### config.mk
export PLATFORM = sky130hd
export DESIGN_NAME = ssmp_front
export DESIGN_NICKNAME = d
export VERILOG_FILES = /design/src/rtl/core/ssmp_pkg.sv /design/src/rtl/core/ssmp_front.sv
export SDC_FILE = /design/constraint.sdc
export NUM_CORES = 1
export LEC_CHECK = 0
export BUFFER_PORTS_ARGS = -buffer_cell sky130_fd_sc_hd__buf_2
export CORE_UTILIZATION = 35
export CTS_CLUSTER_SIZE = 8
export DETAILED_ROUTE_END_ITERATION = 8
export PLACE_DENSITY_LB_ADDON = 0.3
export SLEW_MARGIN = 20
export SYNTH_ARGS = -nofsm -noshare
export SYNTH_HDL_FRONTEND = slang
export SYNTH_SLANG_ARGS = --single-unit
### constraint.sdc
create_clock -name clk -period 4.4 [get_ports clk]
set_clock_uncertainty 0.2 [all_clocks]
set_input_delay 0.88 -clock clk [delete_from_list [all_inputs] [get_ports clk]]
set_output_delay 0.88 -clock clk [all_outputs]
set_load 0.05 [all_outputs]
### src/rtl/core/ssmp_pkg.sv
// shared types and constants of the stratified sample median pivot block
package ssmp_pkg;
	localparam int MAX_SAMPLES = 63;
	localparam int ELEM_W      = 32;
	localparam int POS_W       = 32;
	localparam int CNT_W       = 6;
	localparam int SEED_W      = 31;
	localparam int CFG_IDX_W   = 2;
	localparam int CFG_DATA_W  = 32;
	localparam int SIDX_W      = $clog2(MAX_SAMPLES);

	localparam logic [31:0] LCG_MUL = 32'd1103515245;
	localparam logic [31:0] LCG_INC = 32'd12345;

	localparam logic [CFG_IDX_W-1:0] CFG_SAMPLE_COUNT = 2'd0;
	localparam logic [CFG_IDX_W-1:0] CFG_SEED         = 2'd1;

	// one input beat
	typedef struct packed {
		logic                     first;
		logic [POS_W-1:0]         length;
		logic signed [ELEM_W-1:0] value;
	} item_t;

	// one held sample
	typedef struct packed {
		logic signed [ELEM_W-1:0] value;
		logic [POS_W-1:0]         position;
	} sample_t;
endpackage

### src/rtl/core/ssmp_front.sv
// front end: accepts input beats into a two entry queue
module ssmp_front (
	input  logic           clk,
	input  logic           arst_n,
	input  logic           in_valid,
	output logic           in_stall,
	input  ssmp_pkg::item_t in_item,
	output logic           q_valid,
	output ssmp_pkg::item_t q_item,
	input  logic           q_pop
);
	import ssmp_pkg::*;

	item_t      slot_q [2];
	logic       wr_ptr_q, rd_ptr_q;
	logic [1:0] fill_q;
	logic       push, pop;

	assign in_stall = (fill_q == 2'd2);
	assign push     = in_valid && !in_stall;
	assign pop      = q_pop && q_valid;
	assign q_valid  = (fill_q != 2'd0);
	assign q_item   = slot_q[rd_ptr_q];

	// queue storage
	always_ff @(posedge clk) begin
		if (push) begin
			slot_q[wr_ptr_q] <= in_item;
		end
	end

	// queue pointers and fill
	always_ff @(posedge clk or negedge arst_n) begin
		if (!arst_n) begin
			wr_ptr_q <= 1'b0;
			rd_ptr_q <= 1'b0;
			fill_q   <= 2'd0;
		end else begin
			if (push) wr_ptr_q <= !wr_ptr_q;
			if (pop)  rd_ptr_q <= !rd_ptr_q;
			fill_q <= fill_q + {1'b0, push} - {1'b0, pop};
		end
	end

	a_no_overflow: assert property (@(posedge clk) disable iff (!arst_n)
		fill_q == 2'd2 |-> !push) else $error("queue overflow");
	a_no_underflow: assert property (@(posedge clk) disable iff (!arst_n)
		fill_q == 2'd0 |=> fill_q != 2'd3) else $error("queue underflow");
	a_pop_valid: assert property (@(posedge clk) disable iff (!arst_n)
		q_pop |-> q_valid || fill_q == 2'd0) else $error("pop without data");
endmodule

# --- Yosys cells after proc, flatten, opt, wreduce, memory -nomap -nowiden ---
# Memory sizes are Yosys's and may differ from the RTL's.
# Index checks and enable logic that the tools add are counted.
totals:
  regBits: 4
  ram_bits: 130
  in_bits: 69
  out_inout_bits: 67
  wordCells: 15
  n_memories: 1
mem_list:
  columns: ["memory", "words", "width", "rd", "rd_ports_with_merged_regs", "write_ports", "line_no", "rtl"]
  rows:
  - ["slot_q", 2, 65, 1, 0, 1, "ssmp_front.sv:14", "item_t slot_q [2];"]
op_classes:
  n_addsub: 2
  eq_ne: 1
  muxes: 2
  reduce_logical: 6
op_table:
  columns: ["cell", "count"]
  rows:
  - ["zero test 1 bit", 3]
  - ["adder 2 x 1 -> 2 bit", 1]
  - ["equality test 2 bit, second input constant", 1]
  - ["logical AND 1 bit", 2]
  - ["two-way mux 1 bit", 2]
  - ["nonzero test 2 bit", 1]
  - ["subtractor 2 x 1 -> 2 bit", 1]

# --- Logic depth before layout (Yosys ltp) ---
depth:
  depth_word: 5
  depth_mapped: 7
  ltp_nobuf: 7

# --- Least setup slack after synthesis ---
# OpenSTA, ideal clock, no wires.
synth_timing:
  kind: "in2reg"
  start: "in in_valid"
  end: "mem slot_q[0][0] (netlist name), enable pin"
  setup_ns: 0.488
  arrival_ns: 3.691
  required_time_ns: 3.712
  slack_ns: 0.021
  cell_stages: 2
  n_path_buf: 0
  path_cell_list: "nand2_1 -> nor2_1"
synth_via:
  elab_chain_len: 3
synth_rtl:
  columns: ["item", "line_no", "rtl"]
  rows:
  - ["from (decl)", "ssmp_front.sv:5", "input logic in_valid,"]
  - ["logical AND 1 bit", "ssmp_front.sv:20", "assign push = in_valid && !in_stall;"]
  - ["two-way mux 1 bit", "ssmp_front.sv:27", "if (push) begin"]
  - ["two-way mux 1 bit (implied by the code)", "ssmp_front.sv:28", "slot_q[wr_ptr_q] <= in_item;"]
  - ["to (decl)", "ssmp_front.sv:14", null]
# No other way between the ends.

==> results.txt <==
Post-Place Cells: 531
Final core occ: 46.70%
Synth Cell Area: 5052 um2
Fin crit share: 73.39%
Data arrival, critical path: 2.15 ns
Vias in the first global route: 2,662
Worst rel slew slack: 35.77%
Final setup fails: 0
First-pass GRT wire length: 13,260 um
CTS Buf Count: 17
GRT Residual Overflow: 0
EDFF count, synth: 130
Internal: 3282 uW
Sequential share of power: 35.5%
Leak: 0.002571 uW
Worst setup path class: flop to primary output
Drt drc: 0
Initial Utilization: 36.12%
Ys flop type: edfxtp_1
Mapped Nets: 291
Initial antenna violation count: 0
Finished layout cell area: 6533 um2
FF-to-FF Start: fill_q[1]$_DFF_PN0_
Antenna Cells: 0
# H-tree levels: 4
Die Height: 122.1 um
Max-Cap Viols: 0
Post-route ant nets: 0
Setup tns final: 0 ns
Worst-path clk slew: 0.06 ns
Layout cell share with drive strength beyond 1: 61.88%
Placer's final routability congestion estimate: 0.6419
Post-cts resize count: 0
Register area share after synthesis: 79.25%
Tmin final: 3.229 ns
Core area: 13,990 um2
Outcome: completed
Worst R2R End: slot_q[1][28]$_DFFE_PP_
CTS tree: done
Worst Reg2Reg Path Length in Cells: 2
Worst-skew pair later-pin latency: 0.41 ns
PD cells: 821.8 nW/um2
IO Port Bufs: 135
GRT Overall Usage: 12.42%
Commonest cells in the netlist: edfxtp_1, mux2_4, mux2_2
Logic gate share of total power: 38.7%
Final hold vios: 0
Yosys cell types: 16
Clock Tree Buf Depth: 2
Clock Sinks: 134
Area grow syn2layout: 29.30%
Area of the multi-input gates: 987.2 um2
Worst Hold Class: input pin to asynchronous set/reset pin
Final Net Count: 441
Post-DP HPWL: 5439 um
R2r setup slk: 2.42 ns
Root buf cell: clkbuf_16
Area share of the largest cell type after synthesis: 77.27%
CP Launch Type: flop
Required time of the critical path: 3.32 ns
Finished Layout Cells: 563
Worst VDD drop: 384.2 uV
Synth Warn #: 0
Standard-cell rows: 43
Top Ports: 136
Largest net degree at the start of global routing: 66
Via density: 4.419
Synth area leader: edfxtp_1
Switching power: 2087 uW
Max Slew Vio Count: 0
Cts-stage hold buffer count: 0
Pwr Total: 5369 uW
Unrepaired setup endpoints after global routing: no
Crit. Startpoint: rd_ptr_q$_DFFE_PN0P_
Avg Cell Area, Syn: 22.97 um2
Ranking of synthesized cells by area: edfxtp_1, mux2_4, mux2_2
Syn Inst Count: 220
Width of the die: 122.1 um
Sw Share: 38.88%
Post-synthesis async set-or-reset flop share: 2.985%
Drt wl/cell: 15.36 um
DR vias: 2,488
#FFs+latches synth: 134
Placed cell area: 5938 um2
Die area: 14,920 um2
DRT iter0 DRCs: 105
1st-pass router iterations: 4
Fmax: 309.7 MHz
Clock power frac: 25.8%
Fill count: 1,259
CP endpoint kind: primary output
Worst Tran Pin Value: 0.9635 ns
Setup bufs post-CTS: 0
Top-count cell post-synth: edfxtp_1
FF/Latch Area: 4008 um2
Routed wire length: 8649 um
Maximum fanout along the worst path: 38
-- area by class of cell --
cell class / instances / area share, %
Timing Repair Buffer: 138 / 10.88
Sequential cell: 134 / 61.35
Multi-Input combinational cell: 77 / 15.11
Tap cell: 180 / 3.448
Clock inverter: 11 / 1.896
Clock buffer: 21 / 7.202
Inverter: 2 / 0.1149
-- state kept, by name, indices dropped and copies added, names as in the netlist --
register	cells
fill_q	2
rd_ptr_q	1
slot_q	130
wr_ptr_q	1
-- worst max-delay path by stage --
| stage | depth (start not counted) | slack (ns) | to |
|---|---|---|---|
| 2_1_floorplan | 2 | 0.02 | slot_q[0][0]$_DFFE_PP_ |
| 3_3_place_gp | 3 | 1.55 | q_item[0] |
| 3_5_place_dp | 3 | 1.54 | q_item[0] |
| 4_1_cts | 3 | 1.09 | q_item[0] |
| 5_1_grt | 3 | 1.05 | q_item[0] |
| 6_report | 3 | 1.17 | q_item[0] |
-- cells in the final DEF, fill, tap and decap left out, types with 2 or more instances in the layout --
cell        netlist  routed
buf_4             0       2
clkbuf_16         0      17
inv_1             2       2
mux2_2           25      25
clkinv_4          0       2
clkinvlp_4        0       3
dfrtp_1           4       3
mux2_4           40      40
ha_1              2       2
edfxtp_1        130     130
clkinv_2          0       3
clkbuf_8          0       3
xnor2_1           3       3
bufinv_16         0       2
buf_2             2     135
-- worst max-delay path: stages (launching register included) --
cell and delay [ns]:
dfrtp_4 0.84, buf_12 0.32, mux2_2 0.36, buf_2 0.21
-- through the flow --
| step | worst slack [ns] | hold WS [ns] |
|---|---|---|
| floorplan | 0.02108 | 0.2608 |
| global placement | 1.553 | 0.2964 |
| detailed placement | 1.537 | 0.3250 |
| CTS | 1.089 | 0.04612 |
| global route | 1.046 | 0.04645 |
| finish | 1.171 | 0.06196 |
-- logic make-up (layout without fill, tap and decap cells) --
kind of cell / after synthesis / in the layout / synth area share [%]
flops: 134 / 134 / 79.25
buf+inv: 9 / 172 / 1.461
mux: 65 / 65 / 17.46
fa+ha+maj: 2 / 2 / 0.4952
xor+xnor: 4 / 4 / 0.6935
simple gates: 6 / 6 / 0.6441
-- layer usage --
metal,wire [um],global-route usage (%),share of wire [%]
met2,4378,20.83,51
met4,187,6.631,2.2
met5,0,0,0
met3,656,5.056,7.6
met1,3427,13.37,40
-- power by group through the flow --
stage               logic [uW]  clock network (uW)  registers (uW)
finish                    2080                1380            1910
global route              2190                1470            1950
global placement          2100                   0            1930
CTS                       2120                1420            1920
detailed placement        2110                   0            1940
floorplan                 1800                   0            1850
Note: power is estimated with default switching activity, not from simulation.
